==> config.mk <==
export PLATFORM = sky130hd
export DESIGN_NAME = buddy_allocator_tree
export DESIGN_NICKNAME = d
export VERILOG_FILES = /design/src/rtl/core/bat_pkg.sv /design/src/rtl/core/bat_node_ram.sv /design/src/rtl/core/bat_engine.sv /design/src/rtl/core/buddy_allocator_tree.sv
export SDC_FILE = /design/constraint.sdc
export NUM_CORES = 2
export LEC_CHECK = 0
export BUFFER_PORTS_ARGS = -buffer_cell sky130_fd_sc_hd__buf_2
export CAP_MARGIN = 20
export CORE_MARGIN = 3
export CORE_UTILIZATION = 63
export CTS_CLUSTER_SIZE = 25
export DETAILED_ROUTE_END_ITERATION = 12
export PLACE_DENSITY_LB_ADDON = 0.3
export SLEW_MARGIN = 20
export SYNTH_ARGS = -nofsm -noshare
export SYNTH_HDL_FRONTEND = slang
export SYNTH_HIERARCHICAL = 1
export SYNTH_SLANG_ARGS = --single-unit
==> constraint.sdc <==
create_clock -name i_clk -period 17.9 [get_ports i_clk]
set_clock_uncertainty 0.05 [all_clocks]
set_input_delay 0 -clock i_clk [delete_from_list [all_inputs] [get_ports i_clk]]
set_output_delay 0 -clock i_clk [all_outputs]
set_load 0.005 [all_outputs]
==> src/rtl/core/bat_pkg.sv <==
// Shared types, constants and helpers for the buddy allocator tree.
// No dependencies; imported by every module under rtl/core.
package bat_pkg;

    localparam int LEVELS    = 8;
    localparam int NODE_CNT  = (1 << LEVELS) - 1;
    localparam int POS_W     = LEVELS - 1;
    localparam int LVL_W     = $clog2(LEVELS);
    localparam int IDX_W     = LEVELS;
    localparam int MAX_SHIFT = 16;
    localparam int SHIFT_W   = 5;
    localparam int DATA_W    = 24;
    localparam int BYTE_W    = MAX_SHIFT + LEVELS - 1;
    localparam int STAT_W    = 3;

    typedef logic [1:0] t_node;

    localparam t_node N_FREE  = 2'd0;
    localparam t_node N_SPLIT = 2'd1;
    localparam t_node N_USED  = 2'd2;

    localparam logic ACT_ALLOC = 1'b0;
    localparam logic ACT_FREE  = 1'b1;

    localparam logic [STAT_W-1:0] ST_ALLOC   = 3'd0;
    localparam logic [STAT_W-1:0] ST_FREED   = 3'd1;
    localparam logic [STAT_W-1:0] ST_NOSPACE = 3'd2;
    localparam logic [STAT_W-1:0] ST_TOOBIG  = 3'd3;
    localparam logic [STAT_W-1:0] ST_UNKNOWN = 3'd4;

    typedef struct packed {
        logic             we;
        logic [IDX_W-1:0] waddr;
        t_node            wdata;
        logic             re;
        logic [IDX_W-1:0] raddr;
    } t_ram_req;

    typedef struct packed {
        logic [STAT_W-1:0] status;
        logic [DATA_W-1:0] offset;
    } t_result;

    // Heap index of the node at position pos on level lvl.
    function automatic logic [IDX_W-1:0] node_idx(input logic [LVL_W-1:0] lvl,
                                                  input logic [POS_W-1:0] pos);
        logic [IDX_W-1:0] base;
        base = (IDX_W'(1) << lvl) - IDX_W'(1);
        return base + IDX_W'(pos);
    endfunction

endpackage

==> src/rtl/core/bat_node_ram.sv <==
// Node state memory: one write and one registered read per cycle.
// Depends on bat_pkg. Per-entry valid bits make unwritten nodes read as free.
module bat_node_ram (
    input  logic              i_clk,
    input  logic              i_rst_n,
    input  bat_pkg::t_ram_req i_req,
    output bat_pkg::t_node    o_rdata
);
    import bat_pkg::*;

    t_node                mem [NODE_CNT];
    logic  [NODE_CNT-1:0] r_valid;
    t_node                r_rdata;

    always_ff @(posedge i_clk) begin
        if (i_req.we) begin
            mem[i_req.waddr] <= i_req.wdata;
        end
    end

    always_ff @(posedge i_clk) begin
        if (!i_rst_n) begin
            r_valid <= '0;
        end else if (i_req.we) begin
            r_valid[i_req.waddr] <= 1'b1;
        end
    end

    always_ff @(posedge i_clk) begin
        if (i_req.re) begin
            r_rdata <= r_valid[i_req.raddr] ? mem[i_req.raddr] : N_FREE;
        end
    end

    assign o_rdata = r_rdata;

endmodule

==> src/rtl/core/bat_engine.sv <==
// Request sequencer: tree search, split marking, walk down and buddy merge.
// Depends on bat_pkg and drives bat_node_ram through a t_ram_req struct.
module bat_engine (
    input  logic                          i_clk,
    input  logic                          i_rst_n,
    input  logic                          i_req_valid,
    output logic                          o_req_ready,
    input  logic                          i_action,
    input  logic [bat_pkg::DATA_W-1:0]    i_size,
    input  logic [bat_pkg::DATA_W-1:0]    i_offset,
    input  logic [bat_pkg::SHIFT_W-1:0]   i_shift,
    output logic                          o_res_valid,
    input  logic                          i_res_ready,
    output bat_pkg::t_result              o_res,
    output bat_pkg::t_ram_req             o_ram,
    input  bat_pkg::t_node                i_rdata
);
    import bat_pkg::*;

    localparam logic [2:0] S_IDLE  = 3'd0;
    localparam logic [2:0] S_PREP  = 3'd1;
    localparam logic [2:0] S_SRCH  = 3'd2;
    localparam logic [2:0] S_MARK  = 3'd3;
    localparam logic [2:0] S_UP    = 3'd4;
    localparam logic [2:0] S_FWALK = 3'd5;
    localparam logic [2:0] S_FSIB  = 3'd6;
    localparam logic [2:0] S_DONE  = 3'd7;

    logic [2:0]         r_state, n_state;
    logic               r_act;
    logic [DATA_W-1:0]  r_d;
    logic               r_zero;
    logic               r_aligned;
    logic [SHIFT_W-1:0] r_shift;
    logic [LVL_W-1:0]   r_goal, n_goal;
    logic [LVL_W-1:0]   r_lvl, n_lvl;
    logic [POS_W-1:0]   r_pos, n_pos;
    logic [POS_W-1:0]   r_blk, n_blk;
    logic [STAT_W-1:0]  r_status, n_status;

    logic [POS_W-1:0]   dblk;
    logic               out_range;
    logic [LVL_W-1:0]   blen;
    logic [LVL_W-1:0]   tk;
    logic               tdone;
    logic               bt_fail;
    logic [LVL_W-1:0]   node_sh;
    logic [POS_W-1:0]   node_start;
    logic [POS_W-1:0]   child_pos;
    logic [BYTE_W-1:0]  byte_ofs;
    logic [DATA_W-1:0]  lo_mask;

    assign dblk       = r_d[POS_W-1:0];
    assign out_range  = r_d[DATA_W-1:POS_W] != '0;
    assign node_sh    = LVL_W'(POS_W) - r_lvl;
    assign node_start = r_pos << node_sh;
    assign child_pos  = {r_pos[POS_W-2:0], dblk[LVL_W'(POS_W - 1) - r_lvl]};
    assign lo_mask    = ~({DATA_W{1'b1}} << i_shift);

    // Bit length of the block count minus one picks the level.
    always_comb begin
        blen = '0;
        for (int i = 0; i < POS_W; i++) begin
            if (dblk[i]) begin
                blen = LVL_W'(i + 1);
            end
        end
    end

    // Backtrack: climb past right children, then step to the right sibling.
    always_comb begin
        tk    = '0;
        tdone = 1'b0;
        for (int i = 0; i < POS_W; i++) begin
            if (!tdone && LVL_W'(i) < r_lvl) begin
                if (r_pos[i]) begin
                    tk = tk + LVL_W'(1);
                end else begin
                    tdone = 1'b1;
                end
            end
        end
        bt_fail = (tk == r_lvl);
    end

    always_comb begin
        n_state  = r_state;
        n_goal   = r_goal;
        n_lvl    = r_lvl;
        n_pos    = r_pos;
        n_blk    = r_blk;
        n_status = r_status;
        o_ram    = '0;

        case (r_state)
            S_IDLE: begin
                if (i_req_valid) begin
                    n_state = S_PREP;
                end
            end
            S_PREP: begin
                n_lvl = '0;
                n_pos = '0;
                n_blk = '0;
                if (r_act == ACT_ALLOC) begin
                    n_goal = r_zero ? LVL_W'(POS_W) : LVL_W'(POS_W) - blen;
                    if (!r_zero && out_range) begin
                        n_status = ST_TOOBIG;
                        n_state  = S_DONE;
                    end else begin
                        o_ram.re    = 1'b1;
                        o_ram.raddr = '0;
                        n_state     = S_SRCH;
                    end
                end else begin
                    if (out_range) begin
                        n_status = ST_UNKNOWN;
                        n_state  = S_DONE;
                    end else begin
                        o_ram.re    = 1'b1;
                        o_ram.raddr = '0;
                        n_state     = S_FWALK;
                    end
                end
            end
            S_SRCH: begin
                if (i_rdata == N_FREE && r_lvl <= r_goal) begin
                    n_lvl   = r_goal;
                    n_pos   = r_pos << (r_goal - r_lvl);
                    n_state = S_MARK;
                end else if (i_rdata == N_SPLIT && r_lvl != r_goal) begin
                    n_lvl       = r_lvl + LVL_W'(1);
                    n_pos       = r_pos << 1;
                    o_ram.re    = 1'b1;
                    o_ram.raddr = node_idx(n_lvl, n_pos);
                end else if (bt_fail) begin
                    n_status = ST_NOSPACE;
                    n_state  = S_DONE;
                end else begin
                    n_lvl       = r_lvl - tk;
                    n_pos       = (r_pos >> tk) + POS_W'(1);
                    o_ram.re    = 1'b1;
                    o_ram.raddr = node_idx(n_lvl, n_pos);
                end
            end
            S_MARK, S_UP: begin
                o_ram.we    = 1'b1;
                o_ram.waddr = node_idx(r_lvl, r_pos);
                o_ram.wdata = (r_state == S_MARK) ? N_USED : N_SPLIT;
                if (r_state == S_MARK) begin
                    n_blk    = node_start;
                    n_status = ST_ALLOC;
                end
                if (r_lvl == '0) begin
                    n_state = S_DONE;
                end else begin
                    n_lvl   = r_lvl - LVL_W'(1);
                    n_pos   = r_pos >> 1;
                    n_state = S_UP;
                end
            end
            S_FWALK: begin
                if (i_rdata == N_USED) begin
                    if (r_aligned && node_start == dblk) begin
                        o_ram.we    = 1'b1;
                        o_ram.waddr = node_idx(r_lvl, r_pos);
                        o_ram.wdata = N_FREE;
                        n_status    = ST_FREED;
                        if (r_lvl == '0) begin
                            n_state = S_DONE;
                        end else begin
                            o_ram.re    = 1'b1;
                            o_ram.raddr = node_idx(r_lvl, r_pos ^ POS_W'(1));
                            n_state     = S_FSIB;
                        end
                    end else begin
                        n_status = ST_UNKNOWN;
                        n_state  = S_DONE;
                    end
                end else if (i_rdata == N_SPLIT && r_lvl != LVL_W'(POS_W)) begin
                    n_lvl       = r_lvl + LVL_W'(1);
                    n_pos       = child_pos;
                    o_ram.re    = 1'b1;
                    o_ram.raddr = node_idx(n_lvl, n_pos);
                end else begin
                    n_status = ST_UNKNOWN;
                    n_state  = S_DONE;
                end
            end
            S_FSIB: begin
                if (i_rdata != N_FREE) begin
                    n_state = S_DONE;
                end else begin
                    n_lvl       = r_lvl - LVL_W'(1);
                    n_pos       = r_pos >> 1;
                    o_ram.we    = 1'b1;
                    o_ram.waddr = node_idx(n_lvl, n_pos);
                    o_ram.wdata = N_FREE;
                    if (n_lvl == '0) begin
                        n_state = S_DONE;
                    end else begin
                        o_ram.re    = 1'b1;
                        o_ram.raddr = node_idx(n_lvl, n_pos ^ POS_W'(1));
                    end
                end
            end
            S_DONE: begin
                if (i_res_ready) begin
                    n_state = S_IDLE;
                end
            end
            default: begin
                n_state = S_IDLE;
            end
        endcase
    end

    always_ff @(posedge i_clk) begin
        if (!i_rst_n) begin
            r_state <= S_IDLE;
        end else begin
            r_state <= n_state;
        end
    end

    always_ff @(posedge i_clk) begin
        r_goal   <= n_goal;
        r_lvl    <= n_lvl;
        r_pos    <= n_pos;
        r_blk    <= n_blk;
        r_status <= n_status;
        if (r_state == S_IDLE && i_req_valid) begin
            r_act     <= i_action;
            r_shift   <= i_shift;
            r_zero    <= (i_size == '0);
            r_aligned <= (i_offset & lo_mask) == '0;
            r_d       <= (i_action == ACT_ALLOC) ? ((i_size - DATA_W'(1)) >> i_shift)
                                                 : (i_offset >> i_shift);
        end
    end

    assign byte_ofs    = BYTE_W'(r_blk) << r_shift;
    assign o_req_ready = (r_state == S_IDLE);
    assign o_res_valid = (r_state == S_DONE);
    assign o_res.status = r_status;
    assign o_res.offset = (r_status == ST_ALLOC) ? DATA_W'(byte_ofs) : '0;

    a_no_rw_collide: assert property (@(posedge i_clk) disable iff (!i_rst_n)
        o_ram.we && o_ram.re |-> o_ram.waddr != o_ram.raddr)
        else $error("node ram read and write hit the same entry");

    a_search_depth: assert property (@(posedge i_clk) disable iff (!i_rst_n)
        r_state == S_SRCH |-> r_lvl <= r_goal)
        else $error("search went below the goal level");

    a_accept_leaves_idle: assert property (@(posedge i_clk) disable iff (!i_rst_n)
        i_req_valid && o_req_ready |=> r_state == S_PREP)
        else $error("accepted request did not start decode");

    a_mark_ends_alloc: assert property (@(posedge i_clk) disable iff (!i_rst_n)
        r_state == S_MARK |=> r_status == ST_ALLOC)
        else $error("marking a node did not yield an allocated status");

endmodule

==> src/rtl/core/buddy_allocator_tree.sv <==
// Top level of the buddy allocator: stream ports, block-size register, result register.
// Depends on bat_pkg, bat_engine and bat_node_ram.
//
// Usage: s_axis carries one request per transfer. tuser is the action (0 allocate,
//   1 free); tdata holds request_size in [23:0] and free_offset in [47:24].
//   m_axis returns one result per request: tuser is the status (0 allocated,
//   1 freed, 2 no space, 3 too large, 4 unknown offset), tdata the block offset.
//   i_cfg_we/i_cfg_wdata write block_shift (log2 of the minimum block size;
//   values above 16 act as 16). Write it only while no request is in flight.
// Sequencing: one request at a time; each step does at most one node read and one write.
//   Allocate goes through accept and decode, then the left-first search node by node,
//   then goal level + 1 marking writes, then the result; free goes through accept and
//   decode, a walk down the split nodes, a check of each buddy on the way up, then the
//   result. Too large and beyond-region requests go from decode straight to the result.
//   The worst case is a search of most of the tree. The result reaches m_axis through
//   the result register once the engine hands it over.
// Reset: synchronous, active low. All nodes read as free, block_shift returns to 0.
// Stalls: the result register holds a finished result while m_axis_tready is low;
//   the engine still takes the next request and holds its own result until the
//   register frees up, keeping s_axis_tready low meanwhile.
module buddy_allocator_tree (
    input  logic        i_clk,
    input  logic        i_rst_n,
    input  logic        s_axis_tvalid,
    output logic        s_axis_tready,
    input  logic [47:0] s_axis_tdata,   // request_size[23:0], free_offset[47:24]
    input  logic        s_axis_tuser,   // action
    output logic        m_axis_tvalid,
    input  logic        m_axis_tready,
    output logic [23:0] m_axis_tdata,   // block_offset[23:0]
    output logic [2:0]  m_axis_tuser,   // status
    input  logic        i_cfg_we,
    input  logic [4:0]  i_cfg_wdata     // block_shift
);
    import bat_pkg::*;

    logic [SHIFT_W-1:0] r_cfg_shift;
    logic [SHIFT_W-1:0] eff_shift;
    logic               r_out_valid;
    t_result            r_out;
    logic               res_valid;
    logic               res_ready;
    t_result            res;
    t_ram_req           ram_req;
    t_node              ram_rdata;

    // Hold the block-size register; clamp to the largest supported shift.
    always_ff @(posedge i_clk) begin
        if (!i_rst_n) begin
            r_cfg_shift <= '0;
        end else if (i_cfg_we) begin
            r_cfg_shift <= i_cfg_wdata;
        end
    end

    assign eff_shift = (r_cfg_shift > SHIFT_W'(MAX_SHIFT)) ? SHIFT_W'(MAX_SHIFT) : r_cfg_shift;

    bat_engine u_engine (
        .i_clk       (i_clk),
        .i_rst_n     (i_rst_n),
        .i_req_valid (s_axis_tvalid),
        .o_req_ready (s_axis_tready),
        .i_action    (s_axis_tuser),
        .i_size      (s_axis_tdata[23:0]),
        .i_offset    (s_axis_tdata[47:24]),
        .i_shift     (eff_shift),
        .o_res_valid (res_valid),
        .i_res_ready (res_ready),
        .o_res       (res),
        .o_ram       (ram_req),
        .i_rdata     (ram_rdata)
    );

    bat_node_ram u_ram (
        .i_clk   (i_clk),
        .i_rst_n (i_rst_n),
        .i_req   (ram_req),
        .o_rdata (ram_rdata)
    );

    // Advance the result register whenever it is empty or being drained.
    assign res_ready = !r_out_valid || m_axis_tready;

    always_ff @(posedge i_clk) begin
        if (!i_rst_n) begin
            r_out_valid <= 1'b0;
        end else if (res_ready) begin
            r_out_valid <= res_valid;
        end
    end

    always_ff @(posedge i_clk) begin
        if (res_ready && res_valid) begin
            r_out <= res;
        end
    end

    assign m_axis_tvalid = r_out_valid;
    assign m_axis_tdata  = r_out.offset;
    assign m_axis_tuser  = r_out.status;

endmodule

==> results.json <==
{
  "drtPass1Iterations": 9,
  "final_hold_viol_count": 0,
  "h-tree-depth": 3,
  "crit_path_end_kind": "flip-flop",
  "p_leak_nw": 15.52,
  "tns_ns": 0,
  "ys_ff_latch": 858,
  "p_int_mw": 4.979,
  "clk_latency_ns": 0.65,
  "seq_power_share_pct": 27.6,
  "cp.arrival_ns": 12.32,
  "num_rows": 93,
  "seq_area_frac_synth_pct": 56.04,
  "place_congestion": 0.9738,
  "period_minus_slack_ns": 11.97,
  "maxCapViolations": 0,
  "synth_flop_cell": "edfxtp_1",
  "die_w_um": 261.9,
  "whs_ns": 0.1552,
  "synthDistinctLibCells": 101,
  "dp_hpwl_mm": 72.49,
  "critical_path_class": "flip-flop to flip-flop",
  "p_comb_share_pct": 50.5,
  "setup_viol": 0,
  "synth_top_area_share_pct": 43.23,
  "synthCells": 3340,
  "clk_pin_slew_worst_paths_ns": 0.06,
  "tritoncts": "done",
  "fmax_mhz": 83.54,
  "tightest_slew_ns": 1.170,
  "slew_headroom_pct": 21.98,
  "worstHoldPathType": "input port to flip-flop",
  "grt_pass1_vias": 28470,
  "final_net_count": 3487,
  "cts_sinks": 858,
  "antenna_found_initial": 0,
  "synth_area_um2": 41260,
  "yosysWarnings": 6,
  "dp_cells": 4098,
  "p_total_mw": 8.631,
  "status": "finished clean",
  "grt_overflow_total": 0,
  "final_cells": 4287,
  "vias": 29470,
  "crit_fanout": 52,
  "core_um2": 64580,
  "portBuffers": 87,
  "wl_per_cell_um": 26.60,
  "drt-total-wl_mm": 114.1,
  "ir_drop_mv": 0.1971,
  "initial_core_util_pct": 63.89,
  "start_kind": "flip-flop",
  "die_area_um2": 68600,
  "fin_crit_sh_pct": 66.88,
  "grt_pass1_wl_mm": 172.8,
  "synth_top_cell_by_area": "edfxtp_1",
  "switchingPower_mw": 3.652,
  "drive_gt1_share_pct": 14.86,
  "slowest_delay_ns": 0.65,
  "fin_util_pct": 70.46,
  "switching_share_pct": 42.31,
  "dieHeight_um": 261.9,
  "cpMostUsedCell": "ha_1",
  "drcViolationCount": 0,
  "crit_slowest_cell": "inv_2",
  "synth_edf_count": 594,
  "rsz0062_at_grt": "no",
  "viasPerCell": 6.875,
  "syn-num-nets": 3470,
  "fill_cells": 4313,
  "root_buffer": "clkbuf_16",
  "pin_count": 88,
  "area_delta_synth_final_pct": 10.28,
  "grtUsageTotal_pct": 33.29,
  "finalMaxSlewViolations": 0,
  "cts_resized": 0,
  "drt-initial-drc-count": 4123,
  "power_frac_clock_pct": 21.9,
  "worstPathRequired_ns": 18.25,
  "synth_area_per_cell_um2": 12.35,
  "p_per_area_nw_per_um2": 189.7,
  "clockBufferDepth": 3,
  "cts_made_buffers": 86,
  "ant_nets": 0,
  "yosys-top-cells-area": "edfxtp_1 (43%), dfxtp_1 (13%), mux4_2 (8.7%), o21a_1 (4.8%), nor2_1 (3.8%)",
  "synth-async-reset-ratio_pct": 0,
  "grt_max_degree": 261
}
==> layout by cell type (no fill, tap or decap), types with 29 or more instances in the layout <==
master,count
a211oi_1,37
a21o_1,29
a21oi_1,109
buf_2,86
buf_4,49
clkbuf_16,87
dfxtp_1,264
edfxtp_1,594
ha_1,63
inv_1,69
mux2i_1,156
mux4_2,160
nand2_1,162
nand3_1,59
nor2_1,416
nor2b_1,30
nor3_1,52
o21a_1,266
o21ai_0,91
o221ai_1,35
o22ai_1,42
xnor2_1,46
xor2_1,30
==> timing repair <==
item	4_1_cts	5_1_grt
endpoints found under the setup margin	0	0
buffers inserted	0	0
hold buffers	25	0
endpoints found under the hold margin	88	0
==> cells by family after synthesis <==
logic type	Yosys count	synth area share, %
simple gates	886	9.812
flops	858	56.04
compound gates	790	13.38
mux	340	13.17
buf+inv	313	3.442
xor+xnor	81	1.856
fa+ha+maj	71	2.298
other cells	1	0.009088
==> metal layers <==
metal	routed length (um)	vias to the layer above	GRT usage, %
met1	43630	14680	46.31
met4	4805	0	12.39
met5	0	-	0
met3	13200	341	8.413
met2	52420	1775	51.24
li1	-	12680	-
==> critical path: cells and delay by family (launching register included) <==
| family | cells | cell delay (ns) |
|---|---|---|
| compound gates | 19 | 4.12 |
| xor+xnor | 2 | 0.29 |
| fa+ha+maj | 9 | 2.40 |
| buf+inv | 6 | 1.51 |
| flops | 1 | 0.35 |
| mux | 2 | 0.53 |
| simple gates | 10 | 2.44 |
==> synth_stat cells (8+ instances only) <==
cell type and instances:
mux2i_1 156, o211ai_1 10, o21a_1 266, dfxtp_1 264
xnor2_1 46, nor3_1 53, a211oi_1 37, a311oi_1 8
nor4_1 21, nand4_1 21, o221ai_1 37, or3_1 13
clkbuf_1 167, buf_1 22, o21ai_0 95, nor2_1 417
nand2b_1 29, fa_1 8, edfxtp_1 594, buf_2 14
o31ai_1 23, buf_4 13, or2_2 11, o22ai_1 42
nand3_1 60, mux2_2 23, ha_1 63, nor2b_1 33
or4_1 8, and3_1 11, a21oi_1 110, o21bai_1 8
and2_1 13, a21o_1 29, nand2_1 164, mux4_2 160
xor2_1 30, a31oi_1 28, buf_6 18, a22oi_1 22
inv_1 70
==> power groups by stage <==
| stage | registers, mW | logic [mW] | clock network (mW) |
|---|---|---|---|
| finish | 2.38 | 4.36 | 1.89 |
| global route | 2.38 | 4.66 | 1.98 |
| CTS | 2.38 | 4.25 | 1.91 |
| detailed placement | 2.42 | 4.19 | 0 |
| global placement | 2.42 | 4.11 | 0 |
| floorplan | 2.42 | 3.09 | 0 |
==> worst paths after layout <==
path         slack (ns)                 start  cells past startpoint                to
max                5.93     u_engine/r_lvl[0]                     48  u_ram/o_rdata[0]
min                0.16      s_axis_tdata[47]                      4  u_engine/r_d[23]
max reg2reg        5.93     u_engine/r_lvl[0]                     48  u_ram/o_rdata[0]
min reg2reg        0.39  u_engine/r_status[1]                      0   m_axis_tuser[1]
==> area by class of cell <==
| cell class | count | area [um2] | share of cell area, % |
|---|---|---|---|
| Sequential cell | 858 | 23120 | 50.81 |
| Clock inverter | 50 | 663.1 | 1.457 |
| Multi-Input combinational cell | 2169 | 16820 | 36.97 |
| Timing Repair Buffer | 166 | 1161 | 2.552 |
| Tap cell | 855 | 1070 | 2.351 |
| Inverter | 76 | 290.3 | 0.6379 |
| Antenna cell | 1 | 2.502 | 0.005499 |
| Clock buffer | 112 | 2371 | 5.211 |
==> state kept, by name, summed over array words and instances (netlist names), 3 cells and up <==
| name | flops |
|---|---|
| u_engine/r_blk | 7 |
| u_engine/r_d | 24 |
| u_engine/r_status | 3 |
| u_engine/r_lvl | 3 |
| m_axis_tdata | 24 |
| r_cfg_shift | 5 |
| u_ram/r_valid | 255 |
| u_engine/r_pos | 7 |
| u_ram/mem | 510 |
| m_axis_tuser | 3 |
| u_engine/r_state | 3 |
| u_engine/r_shift | 5 |
| u_engine/r_goal | 3 |
==> per-stage QoR <==
step | worst slack [ns] | area, um2
2_1_floorplan | 4.214 | 41260
3_3_place_gp | 6.565 | 42180
3_5_place_dp | 6.139 | 42180
4_1_cts | 6.061 | 45460
5_1_grt | 5.213 | 45500
6_report | 5.929 | 45500
(Power assumes the default switching activity.)
